--- src/rtl/gcc_pkg.sv ---
// ----------------------------------------------------------------------------
// gcc_pkg: shared types for the graph connectivity checker
// Operation codes and the command and status bundles between the controller
// and the datapath.
// ----------------------------------------------------------------------------
package gcc_pkg;

  // Operation carried in the low bits of each input word.
  typedef enum logic [1:0] {
    OP_CLEAR    = 2'd0,
    OP_ADD_EDGE = 2'd1,
    OP_CHECK    = 2'd2
  } op_t;

  // Source of the adjacency read address.
  typedef enum logic [1:0] {
    ADJ_SEL_A     = 2'd0,
    ADJ_SEL_B     = 2'd1,
    ADJ_SEL_STACK = 2'd2
  } adj_sel_t;

  // Commands from the controller to the datapath.
  typedef struct packed {
    logic     load_item;
    logic     clear_rows;
    adj_sel_t adj_rd_sel;
    logic     adj_wr_a;
    logic     adj_wr_b;
    logic     chk_init;
    logic     pop;
    logic     latch_row;
    logic     push;
    logic     load_result;
  } gcc_cmd_t;

  // Status from the datapath to the controller.
  typedef struct packed {
    op_t  op;
    logic edge_bad;
    logic stack_empty;
    logic pending_any;
  } gcc_stat_t;

endpackage

--- src/rtl/gcc_ctrl.sv ---
// ----------------------------------------------------------------------------
// gcc_ctrl: sequencer for clear, edge add and connectivity walk
// Steps the datapath through each operation and owns the output valid flag.
// ----------------------------------------------------------------------------
module gcc_ctrl (
  input  logic               clk,
  input  logic               rst,
  input  logic               in_valid,
  output logic               in_ready,
  output logic               out_valid,
  input  logic               out_ready,
  input  gcc_pkg::gcc_stat_t stat,
  output gcc_pkg::gcc_cmd_t  cmd
);

  import gcc_pkg::*;

  typedef enum logic [3:0] {
    ST_IDLE,
    ST_DISPATCH,
    ST_ADD_RD_A,
    ST_ADD_WR_A,
    ST_ADD_RD_B,
    ST_ADD_WR_B,
    ST_CHK_INIT,
    ST_CHK_POP,
    ST_CHK_ROWRD,
    ST_CHK_LATCH,
    ST_CHK_SCAN,
    ST_FINISH
  } state_t;

  state_t state;
  state_t state_next;
  logic   finish_go;

  // No word is taken while reset is held.
  assign in_ready  = (state == ST_IDLE) && !rst;
  assign finish_go = (state == ST_FINISH) && (!out_valid || out_ready);

  // Commands decoded from the current state.
  always_comb begin
    cmd             = '0;
    cmd.adj_rd_sel  = ADJ_SEL_A;
    cmd.load_item   = (state == ST_IDLE) && in_valid;
    cmd.clear_rows  = (state == ST_DISPATCH) && (stat.op == OP_CLEAR);
    cmd.adj_wr_a    = (state == ST_ADD_WR_A);
    cmd.adj_wr_b    = (state == ST_ADD_WR_B);
    cmd.chk_init    = (state == ST_CHK_INIT);
    cmd.pop         = (state == ST_CHK_POP) && !stat.stack_empty;
    cmd.latch_row   = (state == ST_CHK_LATCH);
    cmd.push        = (state == ST_CHK_SCAN) && stat.pending_any;
    cmd.load_result = finish_go;
    if (state == ST_ADD_RD_B) begin
      cmd.adj_rd_sel = ADJ_SEL_B;
    end else if (state == ST_CHK_ROWRD) begin
      cmd.adj_rd_sel = ADJ_SEL_STACK;
    end
  end

  // Next-state logic.
  always_comb begin
    state_next = state;
    unique case (state)
      ST_IDLE: begin
        if (in_valid) begin
          state_next = ST_DISPATCH;
        end
      end
      ST_DISPATCH: begin
        unique case (stat.op)
          OP_ADD_EDGE: state_next = stat.edge_bad ? ST_FINISH : ST_ADD_RD_A;
          OP_CHECK:    state_next = ST_CHK_INIT;
          default:     state_next = ST_FINISH;
        endcase
      end
      ST_ADD_RD_A:  state_next = ST_ADD_WR_A;
      ST_ADD_WR_A:  state_next = ST_ADD_RD_B;
      ST_ADD_RD_B:  state_next = ST_ADD_WR_B;
      ST_ADD_WR_B:  state_next = ST_FINISH;
      ST_CHK_INIT:  state_next = ST_CHK_POP;
      ST_CHK_POP:   state_next = stat.stack_empty ? ST_FINISH : ST_CHK_ROWRD;
      ST_CHK_ROWRD: state_next = ST_CHK_LATCH;
      ST_CHK_LATCH: state_next = ST_CHK_SCAN;
      ST_CHK_SCAN: begin
        if (!stat.pending_any) begin
          state_next = ST_CHK_POP;
        end
      end
      ST_FINISH: begin
        if (finish_go) begin
          state_next = ST_IDLE;
        end
      end
      default: state_next = ST_IDLE;
    endcase
  end

  // State and the output valid flag.
  always_ff @(posedge clk) begin
    if (rst) begin
      state     <= ST_IDLE;
      out_valid <= 1'b0;
    end else begin
      state <= state_next;
      if (finish_go) begin
        out_valid <= 1'b1;
      end else if (out_ready) begin
        out_valid <= 1'b0;
      end
    end
  end

endmodule

--- config.mk ---
export PLATFORM = sky130hd
export DESIGN_NAME = gcc_ctrl
export DESIGN_NICKNAME = d
export VERILOG_FILES = /design/src/rtl/gcc_pkg.sv /design/src/rtl/gcc_ctrl.sv
export SDC_FILE = /design/constraint.sdc
export NUM_CORES = 1
export LEC_CHECK = 0
export ABC_AREA = 1
export BUFFER_PORTS_ARGS = -buffer_cell sky130_fd_sc_hd__buf_2
export CORE_AREA = 2 2 39 41
export DETAILED_ROUTE_END_ITERATION = 10
export DIE_AREA = 0 0 41 43
export GPL_TIMING_DRIVEN = 0
export MAX_ROUTING_LAYER = met4
export PLACE_DENSITY = 0.72
export SETUP_SLACK_MARGIN = 0.2
export SYNTH_ARGS = -nofsm -noshare
export SYNTH_HDL_FRONTEND = slang
export SYNTH_SLANG_ARGS = --single-unit
--- constraint.sdc ---
create_clock -name clk -period 1.3 [get_ports clk]
set_input_delay 0.13 -clock clk [delete_from_list [all_inputs] [get_ports clk]]
set_output_delay 0.13 -clock clk [all_outputs]
set_load 0.02 [all_outputs]
==> results of run 1 <==
## layer usage
layer	wire length (µm)	vias to the layer above	part of all wire [%]	GRT usage, %
met1	583	274	40	23.4
met5	0	-	0	-
met2	828	15	56	30.9
met3	45	2	3.1	3.14
li1	-	310	-	-
met4	9	0	0.61	8.00
## power by group
part / switching, µW / leakage, µW / internal, µW
Combinational: 688 / 0.000369 / 547
Clock: 57.1 / 0.0000150 / 116
Sequential: 130 / 0.0000434 / 226
## cell type report
| type | count | area [µm²] |
|---|---|---|
| inverters | 14 | 62.6 |
| fillers | 111 | 474 |
| plain buffers | 1 | 7.51 |
| well taps | 16 | 20.0 |
| repair buffers | 35 | 282 |
| flip-flops and latches | 5 | 113 |
| clock buffers | 4 | 26.3 |
| multi-input cells | 56 | 399 |
## cell usage after synthesis
master,instances,share of area [%]
sky130_fd_sc_hd__inv_1,12,11
sky130_fd_sc_hd__o21ai_1,3,3.5
sky130_fd_sc_hd__nand3_1,2,2.3
sky130_fd_sc_hd__nand2_1,11,9.6
sky130_fd_sc_hd__nor3_1,4,4.7
sky130_fd_sc_hd__nor2_1,20,18
sky130_fd_sc_hd__a21oi_1,3,3.5
sky130_fd_sc_hd__nand2_4,1,2.6
sky130_fd_sc_hd__nor4_1,1,1.5
sky130_fd_sc_hd__inv_2,2,1.8
sky130_fd_sc_hd__buf_4,1,1.8
sky130_fd_sc_hd__nand2_2,5,7.3
sky130_fd_sc_hd__nor2_2,4,5.8
sky130_fd_sc_hd__dfxtp_1,5,23
sky130_fd_sc_hd__o22ai_1,1,1.5
sky130_fd_sc_hd__nor2_4,1,2.6
## flip-flops by register name, indices dropped and copies added, names as in the netlist
name and flops:
out_valid 1, state 4
## stage by stage
stage,total power (µW),hold slack (ns),util (%),cells,TNS (ns)
3_5_place_dp,983,0.372,41.6,113,0
6_report,1760,0.121,65.7,131,-0.0260
4_1_cts,1520,0.112,57.4,127,0
5_1_grt,1890,0.125,65.7,131,-0.264
2_1_floorplan,811,0.199,-,76,0
3_3_place_gp,971,0.370,41.6,113,0
## repair_timing
item / in CTS / in global routing
setup buffers: 10 / 4
setup endpoints to repair: 16 / 17
gates cloned: 0 / 0
resized for setup: 42 / 23
pin swaps: 9 / 12
## worst max-delay path by stage
stage                    end     start  slack, ns
floorplan           state[2]  state[2]       0.18
global placement      cmd[9]  state[0]       0.11
detailed placement    cmd[9]  state[0]       0.09
CTS                   cmd[9]  state[3]      0.002
global route          cmd[9]  state[0]      -0.07
finish                cmd[9]  state[0]      -0.03
## cell families after synthesis
family | after synthesis
simple gates | 49
buf+inv | 15
compound gates | 7
flops | 5
## worst max-delay path, cell delays in order, from the launching register on
cell                      delay, ns
sky130_fd_sc_hd__dfxtp_4       0.41
sky130_fd_sc_hd__inv_6         0.06
sky130_fd_sc_hd__nor2_4        0.12
sky130_fd_sc_hd__inv_4         0.06
sky130_fd_sc_hd__nor4_4        0.13
sky130_fd_sc_hd__buf_4         0.18
==> results.md, run 1 <==
Synthesis:
- The synthesized netlist devotes 54.1% of its cell area to simple gates.
- The mux share of post-synthesis cell area is 0%.
- The post-synthesis register bit count is 5.
- The share of the synthesized area in compound gates (AO/OA/AOI/OAI) is 8.48%.
- In this run the cell area of the synthesized design comes to 428 µm².
- The post-synthesis share of cell area spent on full adders, half adders and majority gates is 0%.
- Averaged over all synthesized cells, the footprint is 5.63 µm².
- Counting every net in the synthesized netlist gives 85.
- By area, the combinational part of the netlist is dominated by simple AND/OR/NAND/NOR gates.
- After Yosys synthesis, XOR and XNOR cells account for 0% of the synthesized area.
- The total of warnings raised by yosys is 0.
- The number of instances in the synthesized netlist is 76.
- Synthesis instantiated 16 different standard cells from the library.
- For this run, the register share of the synthesized area comes to 23.4%.

Clock network:
- In this run, post-CTS hold repair placed 0 buffers.
- The clock passes through at most 2 buffers.
- The later pin in the worst-skew pair is clocked with a latency of 0.24 ns.
- The post-CTS clock slew at the launch and capture registers of the worst setup and hold paths is 0.04 ns.
- Counting every sink on the clock net gives 5.
- The CTS tree is done.
- Clock tree synthesis inserted a total of 3 buffers.
- The clock root buffer is sky130_fd_sc_hd__clkbuf_4.
- The number of H-tree levels is 1.

Finish:
- The most common cell after layout, fill and taps aside is sky130_fd_sc_hd__buf_4.
- The area added between synthesis and finish is 113%.
- Of the cells placed in the final design, the portion with a size suffix greater than 1 is 67.8%.
- In the final design database the tool counted 125 nets.
- Leaving out fill and tap cells, the most frequent cells in the layout are 16 x sky130_fd_sc_hd__buf_4, 11 x sky130_fd_sc_hd__buf_6, 10 x sky130_fd_sc_hd__nor2_1.
- The number of antenna diodes in the final layout is 0.
- After routing the design area is 910 µm².

STA:
- After layout, the worst path uses 102% of the clock period.
- The post-route clock skew is 0.00359 ns.
- The number of setup violations in the final report is 1.
- The fmax is 0.754 GHz.
- The final hold violation count came to 0.
- The worst path in the final design needs a cycle of 1.33 ns, including I/O delays and setup.
- The relative slew slack is 85.7%.
- The number of pins with negative max-slew slack in the final report is 0.
- In the post-route analysis, the smallest setup slack over all paths is -0.0260 ns.
- Setup repair after global routing could not meet its margin everywhere.
- The transition time of the tightest slew-check pin is 0.213 ns.

Hold path:
- Along the worst hold path, the cell count comes to 2.
- The worst hold path startpoint is rst.
- The path with the worst hold slack has its endpoint at state[3].
- The worst hold path belongs to the class input port to register.

Place:
- The total of buffers placed on input and output ports is 21.
- The sum of net half-perimeters after detailed placement is 832 µm.
- The placer congestion estimate is 0.816.
- Once placement finished, the instance area stood at 576 µm².
- At the placement stage, the worst setup path has a slack of 0.0885 ns.

Floorplanning:
- The number of I/O pins is 22.
- The starting density of the core is 30.9%.
- The die area is 1760 µm².
- In this run the standard cell core region covers 1380 µm².
- The floorplan has 14 rows.
- The die is 43 µm tall.
- The horizontal extent of the die is 41 µm.

Worst setup path:
- The number of cells traversed by the worst register-to-register path is 9.
- The sort of element at the start of the critical path is a register.
- The required time at the worst-slack endpoint is 1.17 ns.
- The maximum fanout count along the critical path is 5.
- The endpoint type of the worst setup path is an output pin.
- The end of the worst register-to-register path is state[0].
- Data arrives at the worst endpoint at 1.20 ns.
- The internal reg-to-reg setup slack is 0.03 ns.
- The startpoint identified for the worst register-to-register timing path is state[0].
- The worst setup path is of the register to output pin kind.

Drt:
- The post-detailed-routing wire length is 1470 µm.
- Using the TritonRoute via totals, the vias-per-cell ratio works out to 4.59.
- After the first detailed-routing iteration, the DRC count stood at 5.
- The first detailed-routing pass took 4 iterations.
- The wire length per cell is 11.2 µm.
- The number of routed nets with antenna violations is 0.
- The detailed router placed 601 vias in this run.
- The final routed DRC violation total is 0.

Pwr:
- Dividing total power by cell area gives a power density of 1940 nW/µm².
- The maximum VDD drop is 0.00107 V.
- The leakage power is 0.000427 µW.

Run:
- Across the run, the number of max-cap violations was 0.

GRT:
- Global routing used 19.5% of the available tracks across all layers.
- The initial antenna violation count came to 0.
- The via count of the first global-routing pass is 577.
- The total overflow reported by the global router is 0.
- The largest net degree at the start of global routing is 8.
- The wire length of the first global-routing pass is 2350 µm.

Run status:
- The final reports fail on negative setup slack.
- The run finished, with violations left.
(Power assumes the default switching activity.)
==> run 2, diff against run 1 <==
--- a/config.mk
+++ b/config.mk
@@ -11,7 +11,6 @@
 export DETAILED_ROUTE_END_ITERATION = 10
 export DIE_AREA = 0 0 41 43
 export GPL_TIMING_DRIVEN = 0
-export MAX_ROUTING_LAYER = met4
 export PLACE_DENSITY = 0.72
 export SETUP_SLACK_MARGIN = 0.2
 export SYNTH_ARGS = -nofsm -noshare
==> results.md, run 2 (same netlist as run 1, synthesis figures left out) <==
Clock network:
- The post-CTS clock slew at the launch and capture registers of the worst setup and hold paths is 0.04 ns (about the same).
- The CTS tree is done.
- The number of buffers created by CTS is 3 (unchanged).
- The maximum buffer depth of the clock tree came to 2 (unchanged).
- The hold buffer count at CTS was 0 (unchanged).
- The number of sinks on the clock net is 5 (unchanged).
- The insertion delay of the later-clocked pin in the worst-skew pair is 0.24 ns (about the same).
- The number of H-tree levels is 1 (unchanged).
- The clock root buffer is sky130_fd_sc_hd__clkbuf_4.

Finish:
- The largest registers in the layout are state: 4 flops, out_valid: 1 flops.
- The number of nets in the layout was 125 (unchanged).
- The area added between synthesis and finish is 113% (unchanged).
- The count of inserted antenna diode cells is 0 (unchanged).
- The non-filler instance count after layout was 131 (unchanged).
- The flip-flop count of the largest register after layout came to 4 (unchanged).
- The most common cell after layout, fill and taps aside is sky130_fd_sc_hd__buf_4.
- In the layout the commonest cells are 16 x sky130_fd_sc_hd__buf_4, 11 x sky130_fd_sc_hd__buf_6, 10 x sky130_fd_sc_hd__nor2_1.
- The post-route cell area came to 910 µm² (unchanged).
- The share of post-route cells with drive strength above 1 was 67.8% (unchanged).
- The register with the most flip-flops in the final layout is state.

Pwr:
- The overall power consumption is 1770 µW (+0.40%).
- The cell-internal power came to 889 µW (about the same).
- The part of the total power dissipated in sequential elements is 20.1% (about the same).
- The switching power was 882 µW (+0.80%).
- The clock share of power is 9.8% (about the same).
- The switching power share of the total came to 49.8% (+0.20 points).
- The power per cell area came to 1950 nW/µm² (+0.40%).
- The maximum VDD drop is 0.00108 V (+0.21%).
- The relative contribution of combinational cells to total power came to 70.1% (about the same).
- The leakage power is 0.000427 µW (unchanged).

Floorplanning:
- The starting density of the core is 30.9% (unchanged).
- The number of rows in the core area is 14 (unchanged).
- The horizontal extent of the die is 41 µm (unchanged).
- The number of I/O pins came to 22 (unchanged).
- The die area is 1760 µm² (unchanged).
- The vertical die dimension is 43 µm (unchanged).
- The core footprint is 1380 µm² (unchanged).

Place:
- The placed cell area is 576 µm² (unchanged).
- The total of buffers placed on input and output ports is 21 (unchanged).
- The number of cells in the design after placement is 113 (unchanged).
- The sum of net half-perimeters after detailed placement came to 832 µm (unchanged).
- The post-place setup slack is 0.0885 ns (unchanged).
- The placer congestion estimate is 0.804 (-1.4%).

STA:
- Setup repair after global routing could not meet its margin everywhere.
- The number of pins with negative max-slew slack in the final report is 0 (unchanged).
- The worst setup slack after layout is -0.0256 ns (+0.000390 ns).
- The post-route clock skew was 0.00359 ns (+0.0000000200 ns).
- The transition time of the tightest slew-check pin is 0.213 ns (unchanged).
- The fmax is 0.754 GHz (about the same).
- The relative slew slack is 85.7% (unchanged).
- The total negative slack is -0.0256 ns (+0.000390 ns).
- The final critical-path required period is 1.33 ns (-0.000390 ns).
- The number of setup violations in the final report is 1 (unchanged).
- The share of the cycle needed by the critical path after routing is 102% (about the same).
- The final hold violation count is 0 (unchanged).

Run status:
- The flow ran to the end, but the final reports show violations.
- The checks that failed: negative setup slack.

Worst setup path:
- The critical setup path kind is register to output pin.
- The maximum fanout count along the critical path is 5 (unchanged).
- The arrival time reported for the critical path endpoint was 1.20 ns (about the same).
- The delay of the slowest critical-path stage is 0.41 ns (about the same).
- The required time at the worst-slack endpoint is 1.17 ns (about the same).
- The endpoint type of the worst setup path is an output pin.
- The critical path goes through inv_6 -> nor2_4 -> inv_4 -> nor4_4 -> buf_4.
- The standard cell with the maximum stage delay on the critical path is sky130_fd_sc_hd__dfxtp_4.
- The sort of element at the start of the critical path is a register.
- The internal reg-to-reg setup slack is 0.03 ns (about the same).

GRT:
- The total overflow reported by the global router was 0 (unchanged).
- The via count of the first global-routing pass is 577 (unchanged).
- The largest net degree at the start of global routing came to 8 (unchanged).
- The initial antenna violation count was 0 (unchanged).
- The wire length of the first global-routing pass is 2350 µm (unchanged).
- The total global-route track usage is 19.0% (-0.47 points).

Drt:
- The routed via count divided by cell count is 4.60 (+0.17%).
- The total number of vias is 602 (+0.17%).
- The post-detailed-routing wire length is 1490 µm (+1.6%).
- The number of routed nets with antenna violations is 0 (unchanged).
- The number of iterations in the first detailed-routing pass is 4 (unchanged).
- The number of DRC markers in iteration 0 came to 9 (+4).
- The final routed DRC violation total is 0 (unchanged).
- The wire length per cell is 11.4 µm (+1.6%).

Hold path:
- The worst hold-check path type is input port to register.

Run:
- The number of maximum-capacitance violations is 0 (unchanged).
[run 2: power by group through the flow]
stage          Clock, µW  Combinational, µW  Sequential [µW]
4_1_cts              182               1000              333
3_3_place_gp           0                695              276
2_1_floorplan          0                545              266
6_report             173               1240              356
5_1_grt              197               1340              363
3_5_place_dp           0                705              278
[run 2: critical path: cells and delay by family (launching register included)]
| family | cells | cell delay [ns] |
|---|---|---|
| flip-flops | 1 | 0.41 |
| buffers and inverters | 3 | 0.30 |
| AND/OR/NAND/NOR | 2 | 0.25 |
[run 2: path summary, 6_finish.rpt]
kind | start | end | depth (start not counted)
max | state[0] | cmd[9] | 5
min | rst | state[3] | 2
max reg2reg | state[0] | state[0] | 9
min reg2reg | out_valid | out_valid | 4
[run 2: stage by stage]
step / utilization, % / hold slack (ns)
after global routing: 65.7 / 0.125
after CTS: 57.4 / 0.112
after detailed placement: 41.6 / 0.372
after global placement: 41.6 / 0.370
after floorplan: - / 0.199
final: 65.7 / 0.121
[run 2: metal layers]
layer | vias up | share of wire [%] | routed length (µm) | GRT usage [%]
met2 | 20 | 56 | 829 | 30.9
met5 | - | 0 | 0 | 0
li1 | 309 | - | - | -
met1 | 271 | 40 | 589 | 23.4
met3 | 2 | 4.1 | 61 | 3.14
met4 | 0 | 0.60 | 9 | 8.00
[run 2: layout make-up]
class | instances | area (µm²)
fillers | 111 | 474
multi-input cells | 56 | 399
repair buffers | 35 | 282
flip-flops and latches | 5 | 113
inverters | 14 | 62.6
clock buffers | 4 | 26.3
well taps | 16 | 20.0
plain buffers | 1 | 7.51
[run 2: repair_timing]
action | 4_1_cts | 5_1_grt
pin swaps | 9 | 12
setup buffers | 10 | 4
endpoints found under the setup margin | 16 | 17
resized for setup | 42 | 23
